`config.mk`:
```
export PLATFORM = sky130hd
export DESIGN_NAME = indexed_list_engine_unit
export DESIGN_NICKNAME = d
export VERILOG_FILES = /design/src/hdl/ile_pkg.sv /design/src/hdl/ile_cell.sv /design/src/hdl/indexed_list_engine_unit.sv
export SDC_FILE = /design/constraint.sdc
export NUM_CORES = 1
export LEC_CHECK = 0
export BUFFER_PORTS_ARGS = -buffer_cell sky130_fd_sc_hd__clkbuf_2
export CORE_ASPECT_RATIO = 1.1
export CORE_MARGIN = 1.5
export CORE_UTILIZATION = 58
export CTS_CLUSTER_SIZE = 14
export DETAILED_ROUTE_END_ITERATION = 6
export PLACE_DENSITY_LB_ADDON = 0.2
export SETUP_SLACK_MARGIN = 0.5
export SLEW_MARGIN = 10
export SYNTH_ARGS = -nofsm -noshare
export SYNTH_HDL_FRONTEND = slang
export SYNTH_SLANG_ARGS = --single-unit
```
`constraint.sdc`:
```
create_clock -name clock -period 11.1 [get_ports clock]
set_input_delay 0 -clock clock [delete_from_list [all_inputs] [get_ports clock]]
set_output_delay 0 -clock clock [all_outputs]
set_load 0.03 [all_outputs]
```
`src/hdl/ile_pkg.sv`:
```
// ----------------------------------------------------------------------------
// ile_pkg
// Shared types and constants of the indexed list engine.
// ----------------------------------------------------------------------------
package ile_pkg;

   localparam int CAPACITY_DEF = 16;
   localparam int CAPACITY_MAX = 1024;

   localparam int DATA_W = 32;
   localparam int POS_W  = 5;
   localparam int LEN_W  = 5;
   localparam int STAT_W = 2;
   localparam int MODE_W = 3;

   // Wide enough for any index or length up to the largest capacity.
   localparam int IDX_W = $clog2(CAPACITY_MAX + 1);

   typedef enum logic [MODE_W-1:0] {
      MODE_GET    = 3'd0,
      MODE_INSERT = 3'd1,
      MODE_HEAD   = 3'd2,
      MODE_TAIL   = 3'd3,
      MODE_DELETE = 3'd4
   } ile_mode_type;

   typedef enum logic [STAT_W-1:0] {
      ST_DONE  = 2'd0,
      ST_RANGE = 2'd1,
      ST_FULL  = 2'd2
   } ile_status_type;

   typedef enum logic [1:0] {
      OP_HOLD   = 2'd0,
      OP_INSERT = 2'd1,
      OP_DELETE = 2'd2
   } ile_op_type;

   // Command broadcast to every cell of the row.
   typedef struct packed {
      ile_op_type        op;
      logic [IDX_W-1:0]  pos;
      logic [DATA_W-1:0] value;
   } ile_cmd_type;

endpackage

```
`src/hdl/ile_cell.sv`:
```
// ----------------------------------------------------------------------------
// ile_cell
// One list entry. Holds, loads the new word, or takes a neighbor's word.
// ----------------------------------------------------------------------------
module ile_cell #(
   parameter int CELL_INDEX = 0
) (
   input  logic                      clock,
   input  ile_pkg::ile_cmd_type      cmd,
   input  logic [ile_pkg::DATA_W-1:0] left_data,
   input  logic [ile_pkg::DATA_W-1:0] right_data,
   output logic [ile_pkg::DATA_W-1:0] data
);
   import ile_pkg::*;

   logic [DATA_W-1:0] data_ff;
   logic [DATA_W-1:0] data_in;
   logic              at_pos;
   logic              past_pos;

   assign at_pos   = (CELL_INDEX == int'(cmd.pos));
   assign past_pos = (CELL_INDEX > int'(cmd.pos));

   always_comb begin
      data_in = data_ff;
      case (cmd.op)
         OP_INSERT: begin
            if (at_pos) begin
               data_in = cmd.value;
            end else if (past_pos) begin
               data_in = left_data;
            end
         end
         OP_DELETE: begin
            if (at_pos || past_pos) begin
               data_in = right_data;
            end
         end
         default: begin
            data_in = data_ff;
         end
      endcase
   end

   always_ff @(posedge clock) begin
      data_ff <= data_in;
   end

   assign data = data_ff;

endmodule

```
`src/hdl/indexed_list_engine_unit.sv`:
```
// ----------------------------------------------------------------------------
// indexed_list_engine_unit
// Ordered list of signed 32-bit words held in a row of shifting cells.
// ----------------------------------------------------------------------------
// The result word is registered at acceptance and appears in the next cycle.
// One request per cycle while the result register is empty or being emptied;
// the row of cells shifts up, shifts down or is read as each request is taken.
// Reset clears the length and empties the result register; cell contents stay
// undefined until written, and no clearing pass is needed.
module indexed_list_engine_unit #(
   parameter int CAPACITY = ile_pkg::CAPACITY_DEF
) (
   input  logic                        clock,
   input  logic                        reset,
   input  logic                        req_valid,
   output logic                        req_ready,
   input  logic [ile_pkg::MODE_W-1:0]  req_mode,
   input  logic [ile_pkg::POS_W-1:0]   req_position,
   input  logic signed [ile_pkg::DATA_W-1:0] req_item_value,
   output logic                        rsp_valid,
   input  logic                        rsp_ready,
   output logic [ile_pkg::STAT_W-1:0]  rsp_status,
   output logic signed [ile_pkg::DATA_W-1:0] rsp_read_value,
   output logic [ile_pkg::LEN_W-1:0]   rsp_length
);
   import ile_pkg::*;

   // The count must be able to hold the capacity itself.
   localparam int CNT_W = $clog2(CAPACITY + 1);
   // A position word can only name the first 2**POS_W cells.
   localparam int READ_N = (CAPACITY < (1 << POS_W)) ? CAPACITY : (1 << POS_W);

   logic [CNT_W-1:0]  count_ff;
   logic [CNT_W-1:0]  count_in;

   logic              rsp_valid_ff;
   logic              rsp_valid_in;
   ile_status_type    rsp_status_ff;
   ile_status_type    rsp_status_in;
   logic [DATA_W-1:0] rsp_read_value_ff;
   logic [DATA_W-1:0] rsp_read_value_in;
   logic [LEN_W-1:0]  rsp_length_ff;
   logic [LEN_W-1:0]  rsp_length_in;

   logic              accept;
   logic [IDX_W-1:0]  pos_w;
   logic [IDX_W-1:0]  cnt_w;
   logic [IDX_W-1:0]  target;
   logic              full;
   logic [DATA_W-1:0] read_word;
   ile_status_type    status;
   ile_op_type        op;
   logic [CNT_W-1:0]  count_next;
   ile_cmd_type       cmd;

   logic [DATA_W-1:0] cell_q [CAPACITY];

   // A new word is taken whenever the result register is empty or is being
   // emptied in this same cycle.
   assign req_ready = !rsp_valid_ff || rsp_ready;
   assign accept    = req_valid && req_ready;

   assign pos_w = IDX_W'(req_position);
   assign cnt_w = IDX_W'(count_ff);
   assign full  = (count_ff == CNT_W'(CAPACITY));

   // Read port: each addressable cell drives the bus when it is selected.
   always_comb begin
      read_word = '0;
      for (int i = 0; i < READ_N; i++) begin
         if (POS_W'(i) == req_position) begin
            read_word = read_word | cell_q[i];
         end
      end
   end

   // Decode the request into a status, a row command and the new length.
   always_comb begin
      status            = ST_RANGE;
      op                = OP_HOLD;
      count_next        = count_ff;
      rsp_read_value_in = '1;
      target            = pos_w;
      case (ile_mode_type'(req_mode))
         MODE_GET: begin
            if (pos_w < cnt_w) begin
               status            = ST_DONE;
               rsp_read_value_in = read_word;
            end
         end
         MODE_INSERT, MODE_HEAD, MODE_TAIL: begin
            if (ile_mode_type'(req_mode) == MODE_HEAD) begin
               target = '0;
            end else if (ile_mode_type'(req_mode) == MODE_TAIL) begin
               target = cnt_w;
            end
            // The index check comes before the full check.
            if (target > cnt_w) begin
               status = ST_RANGE;
            end else if (full) begin
               status = ST_FULL;
            end else begin
               status     = ST_DONE;
               op         = OP_INSERT;
               count_next = count_ff + CNT_W'(1);
            end
         end
         MODE_DELETE: begin
            if (pos_w < cnt_w) begin
               status     = ST_DONE;
               op         = OP_DELETE;
               count_next = count_ff - CNT_W'(1);
            end
         end
         default: begin
            status = ST_RANGE;
         end
      endcase
   end

   // The row only moves on an accepted word.
   always_comb begin
      cmd.op    = accept ? op : OP_HOLD;
      cmd.pos   = target;
      cmd.value = req_item_value;
   end

   genvar g;
   generate
      for (g = 0; g < CAPACITY; g++) begin : g_cell
         logic [DATA_W-1:0] left_w;
         logic [DATA_W-1:0] right_w;
         if (g == 0) begin : g_first
            assign left_w = '0;
         end else begin : g_mid_l
            assign left_w = cell_q[g-1];
         end
         if (g == CAPACITY - 1) begin : g_last
            assign right_w = '0;
         end else begin : g_mid_r
            assign right_w = cell_q[g+1];
         end
         ile_cell #(
            .CELL_INDEX (g)
         ) u_cell (
            .clock      (clock),
            .cmd        (cmd),
            .left_data  (left_w),
            .right_data (right_w),
            .data       (cell_q[g])
         );
      end
   endgenerate

   // Next values of the count and the result register. The reported length
   // keeps the low bits of the count.
   always_comb begin
      count_in      = count_ff;
      rsp_valid_in  = rsp_valid_ff && !rsp_ready;
      rsp_status_in = status;
      rsp_length_in = LEN_W'(count_next);
      if (accept) begin
         count_in     = count_next;
         rsp_valid_in = 1'b1;
      end
   end

   always_ff @(posedge clock) begin
      if (reset) begin
         count_ff     <= '0;
         rsp_valid_ff <= 1'b0;
      end else begin
         count_ff     <= count_in;
         rsp_valid_ff <= rsp_valid_in;
      end
      if (accept) begin
         rsp_status_ff     <= rsp_status_in;
         rsp_read_value_ff <= rsp_read_value_in;
         rsp_length_ff     <= rsp_length_in;
      end
   end

   assign rsp_valid      = rsp_valid_ff;
   assign rsp_status     = rsp_status_ff;
   assign rsp_read_value = rsp_read_value_ff;
   assign rsp_length     = rsp_length_ff;

endmodule

```
==> reports/metrics.cfg, run 1 <==
[run_status]
status=finished, violations left
violations=design-rule violations

[worst_setup_path]
crit_path_start=req_mode[1]
crit_required_ps=11380
reg2reg_depth=13
reg2reg_slack_ps=5210
r2r-end=g_cell[14].u_cell.data[12]$_DFFE_PP_
worst-setup-path-type=in -> reg
startpoint_type=input port
reg2reg_from=count_ff[4]$_SDFFE_PP0P_
cp_data_arrival_time_ps=6180
cp_max_fo=86
cp-endpoint=g_cell[14].u_cell.data[12]$_DFFE_PP_
crit_path_end_kind=flop

[hold_path]
hp-class=in -> reg

[run]
max_cap_viol_count=0

[synth]
syn_area_per_cell_sq_um=10.66
synth_xor_area_share_pct=0.08463
syn_area_sq_um=31050
synth_seq_cells=557
synthCells=2912
synth_compound_area_share_pct=14.90
synth_fa_ha_area_share_pct=0.5239
yosysUniqueCellTypes=62
async_flop_share_pct=0
yosys_warnings=0
ys_seq_area_share_pct=53.68
synth_edf_count=551
synthMuxAreaShare_pct=15.91
synth-main-ff-cell=edfxtp_1
synth_top_family_by_area=multiplexers
syn-num-nets=2969
synth-simple-area-share_pct=10.85

[floorplanning]
core.rowCount=88
die_w_um=223.6
core_area_sq_um=52630
die_y_um=245.7
io_pins=85
fp.dieArea_sq_um=54930
start_util_pct=58.99

[placed_design]
dp_hpwl_um=53910
dpl_worst_slack_ps=5306
gp_congestion=0.8822
placed_area_sq_um=31860
place_inst=3475
io_buffers=84

[cells_and_area]
mostFrequentLayoutCells=nand2_1, edfxtp_1, mux2i_1
antenna_cells=0
syn_to_final_growth_pct=10.25
fill_cells=4111
drive_above_1_share_pct=11.06
final_cells=3622
final_util_pct=65.04
layout_commonest_cell=nand2_1
fin_nets=2954
postLayoutCellArea_sq_um=34230

[global_routing]
grt_pass1_wl_um=148200
grt_pass1_vias=23630
grt_use_total_pct=36.06
antenna_found_initial=1
grt-ovfl-total=0
grt_max_degree=280

[pwr]
power.density_nw_per_um2=147.9
p_leak_nw=11.67
ir_drop_mv=0.1210
total_power_mw=5.063

[clock_tree]
cts_buffer_depth=3
insertion_delay_ps=640
cts.repair.resized=0
cts_made_buffers=58
clk_pin_slew_ps=60
cts.sinks=557
post_cts.repair.setup_buffers=0
htree_num_levels=2
cts_tree=built
cts_root_buf=clkbuf_16

[sta]
worst_pin_slew_ps=1222
rsz0062_at_grt=false
finClkSkew_ps=12.60
fin_tns_setup_ps=0
timing.final.crit_share_pct=53.10
finalSetupViolations=0
min_period_ps=5894
holdWs_ps=54.47
max_freq_mhz=169.7
slew_headroom_pct=18.29
timing.final.ws_setup_ps=5206
drv_slew=0
final-hold-violation-count=0

[routing]
routedWlPerCell_um=27.74
drc=9
drt_iter0_drc=4094
ant_nets=0
drt-total-wl_um=100500
drtPass1Iterations=7
via_count=24880
viasPerCell=6.869

metal layers:
metal / routed length [um] / track usage (%) / part of all wire, %
met1: 37860 / 49.71 / 38
met2: 44660 / 55.16 / 44
met3: 13380 / 7.588 / 13
met5: 13 / 0 / 0.013
met4: 4577 / 16.20 / 4.6
flip-flops by register name, indices dropped and copies added (netlist names):
register,cells
g_cell.u_cell.data,512
count_ff,5
rsp_read_value,32
rsp_valid,1
rsp_status,2
rsp_length,5
kinds of logic after synthesis:
| family | count (synthesis) |
|---|---|
| adder cells (fa/ha/maj) | 13 |
| buffers and inverters | 266 |
| AND/OR/NAND/NOR | 802 |
| flip-flops | 557 |
| AO/OA/AOI/OAI | 785 |
| XOR/XNOR | 3 |
| multiplexers | 486 |
Yosys cell counts, types with 2 or more instances:
| master | instances | share of area, % |
|---|---|---|
| and3_1 | 2 | 0.040 |
| buf_2 | 7 | 0.11 |
| o211ai_1 | 2 | 0.048 |
| a31oi_1 | 3 | 0.060 |
| mux2_2 | 33 | 1.2 |
| nor4_1 | 29 | 0.58 |
| o21ai_1 | 149 | 2.4 |
| a22oi_1 | 250 | 6.0 |
| nand2_1 | 680 | 8.2 |
| nor2_1 | 22 | 0.27 |
| buf_4 | 25 | 0.60 |
| and2_1 | 3 | 0.060 |
| nand4_1 | 5 | 0.10 |
| nand3_1 | 8 | 0.13 |
| dfxtp_1 | 6 | 0.39 |
| nor3_4 | 2 | 0.10 |
| or2_2 | 2 | 0.040 |
| buf_8 | 3 | 0.15 |
| o21ai_0 | 307 | 4.9 |
| or3b_2 | 2 | 0.056 |
| o22ai_1 | 2 | 0.040 |
| buf_6 | 16 | 0.58 |
| or3_1 | 6 | 0.12 |
| nand3_2 | 6 | 0.19 |
| mux2_4 | 4 | 0.19 |
| a21oi_1 | 53 | 0.85 |
| nand2_2 | 2 | 0.040 |
| xnor2_1 | 3 | 0.085 |
| o31ai_1 | 2 | 0.048 |
| mux2i_1 | 448 | 14 |
| ha_1 | 13 | 0.52 |
| nor2_4 | 7 | 0.25 |
| a221oi_1 | 3 | 0.085 |
| inv_1 | 17 | 0.21 |
| nor3_1 | 7 | 0.11 |
| nand2b_1 | 8 | 0.16 |
| clkbuf_1 | 195 | 2.4 |
| a22o_1 | 3 | 0.085 |
| edfxtp_1 | 551 | 53 |
| a21o_1 | 4 | 0.097 |
cell type report:
class                   count  area, sq um  area share (%)
clock buffers              69         1556           4.547
clock inverters            41        444.2           1.298
inverters                  19        76.32          0.2230
multi-input cells        2089        13450           39.28
flip-flops and latches    557        16670           48.69
well taps                 675        844.6           2.467
repair buffers            172         1199           3.502
worst min-delay path by stage:
stage / start / to / slack [ps] / depth (start not counted)
2_1_floorplan: req_valid / rsp_valid$_SDFF_PP0_ / 130 / 2
3_3_place_gp: req_valid / rsp_valid$_SDFF_PP0_ / 230 / 3
3_5_place_dp: req_valid / rsp_valid$_SDFF_PP0_ / 250 / 3
4_1_cts: req_mode[2] / rsp_length[2]$_DFFE_PP_ / 30 / 5
5_1_grt: req_mode[2] / rsp_length[2]$_DFFE_PP_ / 110 / 5
6_report: req_position[4] / rsp_status[0]$_DFFE_PP_ / 50 / 4
report_power, final:
part / leakage, nW / switching, mW / internal [mW]
combinational: 5.68 / 0.322 / 0.141
sequential: 5.01 / 0.0721 / 2.44
clock: 0.977 / 0.863 / 1.23
total: 11.7 / 1.26 / 3.81
worst max-delay path, stage by stage:
cell           delay [ps]
dlygate4sd3_1         520
clkbuf_2              120
nor2b_2               400
mux2_4                410
inv_1                 210
ha_1                  290
a21o_1                200
o31ai_1               850
and3_1                330
inv_1                  90
ha_4                  390
or2_2                 610
nor2b_1               410
a21oi_4               770
buf_4                 510
repair_timing:
action                                 CTS  global route
setup endpoints to repair                0             0
hold buffers                            37             0
endpoints found under the hold margin  223             0
Power figures use the tool's default switching activity.
==> inputs of run 2 (changes only) <==
--- a/config.mk
+++ b/config.mk
@@ -8,7 +8,7 @@
 export BUFFER_PORTS_ARGS = -buffer_cell sky130_fd_sc_hd__clkbuf_2
 export CORE_ASPECT_RATIO = 1.1
 export CORE_MARGIN = 1.5
-export CORE_UTILIZATION = 58
+export CORE_UTILIZATION = 57
 export CTS_CLUSTER_SIZE = 14
 export DETAILED_ROUTE_END_ITERATION = 6
 export PLACE_DENSITY_LB_ADDON = 0.2
==> constraint.sdc (replaced) <==
create_clock -name clock -period 4.9 [get_ports clock]
set_input_delay 0 -clock clock [delete_from_list [all_inputs] [get_ports clock]]
set_output_delay 0 -clock clock [all_outputs]
set_load 0.03 [all_outputs]
==> run 2 against run 1 <==
Against the previous run:
- the flow now finishes without violations
- clock power up 140%
- flip-flop and latch count unchanged
- sequential share of layout area down 0.69 points
- global-route usage down 0.061 points
- critical endpoint is now g_cell[0].u_cell.data[14]$_DFFE_PP_
==> reports/metrics.cfg, run 2 (same netlist as run 1, synthesis figures left out) <==
[run_status]
status=complete, no violations

[worst_setup_path]
crit_required_ps=5270  ; -6110 ps
worst-setup-path-type=reg -> reg
r2r-end=g_cell[0].u_cell.data[14]$_DFFE_PP_
startpoint_type=flop
reg2reg_from=count_ff[2]$_SDFFE_PP0P_
crit_path_end_kind=flop
reg2reg_depth=14  ; +1
cp_data_arrival_time_ps=4680  ; -1500 ps
reg2reg_slack_ps=580  ; -4620 ps
cp_max_fo=148  ; +72%

[pwr]
sw_frac_of_total_pct=24.70  ; -0.12 points
pwr-share-seq_pct=48.7  ; -0.9 points
ir_drop_mv=0.2796  ; +130%
p_int_mw=8.799  ; +130%
p_leak_nw=11.86  ; +1.6%
power.density_nw_per_um2=336.6  ; +130%
clkPwrFrac_pct=42.1  ; +0.8 points
power.switching_mw=2.887  ; +130%
pwr-share-comb_pct=9.3  ; +0.2 points

[placed_design]
io_buffers=84  ; unchanged
dp_hpwl_um=58030  ; +7.6%
gp_congestion=0.8986  ; +1.9%

[cells_and_area]
fill_cells=4105  ; -0.15%
drive_above_1_share_pct=12.07  ; +1.0 points
layout.area.seq_sq_um=16670  ; unchanged
syn_to_final_growth_pct=11.83
fin_nets=2976  ; +0.74%
mostFrequentLayoutCells=nand2_1, edfxtp_1, mux2i_1
final_util_pct=64.56  ; -0.48 points
largest_reg_flops=512  ; unchanged
multi_input_area_sq_um=13460  ; +0.12%
layout_commonest_cell=nand2_1

[routing]
routedWlPerCell_um=27.49  ; -0.90%
viasPerCell=6.713  ; -2.3%
drc=0  ; -9
drt_iter0_drc=3625  ; -11%
ant_nets=0  ; unchanged
drtPass1Iterations=6  ; -1
drt-total-wl_um=101600  ; +1.2%
via_count=24820  ; -0.25%

[clock_tree]
insertion_delay_ps=640  ; about the same
clk_pin_slew_ps=60  ; about the same
cts_made_buffers=58  ; unchanged
cts_tree=built
htree_num_levels=2  ; unchanged
cts_buffer_depth=3  ; unchanged
cts.sinks=557  ; unchanged
cts_root_buf=clkbuf_16

[floorplanning]
die_y_um=247.8  ; +0.86%
die_w_um=225.5  ; +0.86%
fp.dieArea_sq_um=55880  ; +1.7%
core.rowCount=89  ; +1.1%
core_area_sq_um=53790  ; +2.2%
io_pins=85  ; unchanged
start_util_pct=57.73  ; -1.3 points

[global_routing]
grt-ovfl-total=0  ; unchanged
top_usage_layer=met2
use_met3_pct=8.086  ; +0.50 points
grt_max_degree=270  ; -3.6%
grt_pass1_vias=23480  ; -0.66%
grt_use_total_pct=36.00  ; -0.061 points
grt_pass1_wl_um=148800  ; +0.41%
use_met1_pct=49.13  ; -0.58 points
antenna_found_initial=3  ; +2
met2_usage_pct=54.99  ; -0.17 points

[run]
max_cap_viol_count=0  ; unchanged

[sta]
finClkSkew_ps=27.97  ; +15.37 ps
timing.final.crit_share_pct=88.09
worst_pin_slew_ps=1250  ; +28.57 ps
max_freq_mhz=231.7
finalSetupViolations=0  ; unchanged
slew_headroom_pct=16.65  ; -1.6 points
rsz0062_at_grt=true
final-hold-violation-count=0  ; unchanged
min_period_ps=4316
drv_slew=0  ; unchanged
fin_tns_setup_ps=0  ; unchanged

[hold_path]
holdPathEnd=g_cell[15].u_cell.data[18]$_SDFFCE_PP0P_
worstHoldStart=req_item_value[18]
min_path_cells=3  ; -1
hp-class=in -> reg

==> run 2: cell types whose count changed in the layout (fill, tap and decap cells not counted), sizes merged <==
cell and change:
clkinv -4, buf +22, clkbuf -5, diode +3, bufinv +4, clkinvlp +2
==> run 2: cell type report <==
type / count / area share [%]
sequential: 557 / 48.00
multi-input combinational: 2089 / 38.77
timing repair buffer: 194 / 4.353
clock buffer: 64 / 4.306
tap: 728 / 2.623
clock inverter: 43 / 1.686
inverter: 19 / 0.2414
antenna: 3 / 0.02162
==> run 2: what timing repair did <==
| action | CTS | global route |
|---|---|---|
| endpoints found under the setup margin | 0 | 235 |
| endpoints found under the hold margin | 182 | 0 |
| hold buffers | 37 | 0 |
| resized for setup | 0 | 5 |
| buffers inserted | 0 | 2 |
==> run 2: power by group through the flow <==
stage	clock [mW]	sequential (mW)	combinational, mW
floorplan	0	5.74	0.629
global placement	0	5.77	0.993
detailed placement	0	5.78	1.03
CTS	4.95	5.68	1.05
global route	5.12	5.70	1.14
finish	4.92	5.69	1.08
==> run 2: critical path: stages, from the launching register on <==
cell and delay (ps):
dfxtp_1 440, nand2_1 80, mux2_4 370, inv_2 180, ha_1 200, nor2_1 50, a211oi_1 450, o31ai_4 190
and3_1 210, inv_1 90, ha_4 130, buf_4 290, buf_4 400, buf_16 390, mux2_2 400
==> run 2: routing by layer <==
metal | part of all wire, % | routed length, um
met1 | 37 | 37980
met2 | 45 | 45610
met3 | 13 | 13120
met4 | 4.8 | 4904
met5 | 0.024 | 24
==> run 2: how the worst max path moves through the flow <==
stage,slack (ps),to,start
after floorplan,470,g_cell[10].u_cell.data[0]$_DFFE_PP_,rsp_valid$_SDFF_PP0_
after global placement,580,g_cell[12].u_cell.data[15]$_DFFE_PP_,req_mode[1]
after detailed placement,480,g_cell[14].u_cell.data[15]$_DFFE_PP_,req_mode[2]
after CTS,520,g_cell[14].u_cell.data[15]$_DFFE_PP_,count_ff[2]$_SDFFE_PP0P_
after global routing,370,g_cell[0].u_cell.data[12]$_DFFE_PP_,count_ff[2]$_SDFFE_PP0P_
final,580,g_cell[0].u_cell.data[14]$_DFFE_PP_,count_ff[2]$_SDFFE_PP0P_
==> run 2: through the flow <==
| stage | cells | hold slack, ps | instance area (sq um) | power, mW | setup WS, ps |
|---|---|---|---|---|---|
| after detailed placement | 3548 | 253.9 | 32220 | 6.802 | 475.8 |
| after global placement | 3548 | 233.1 | 32220 | 6.766 | 579.0 |
| after global routing | 3695 | 49.21 | 34720 | 11.97 | 365.7 |
| after CTS | 3692 | 3.194 | 34670 | 11.68 | 522.7 |
| after floorplan | 2912 | 129.5 | 31200 | 6.365 | 468.4 |
| final | 3697 | 32.65 | 34720 | 11.69 | 583.6 |
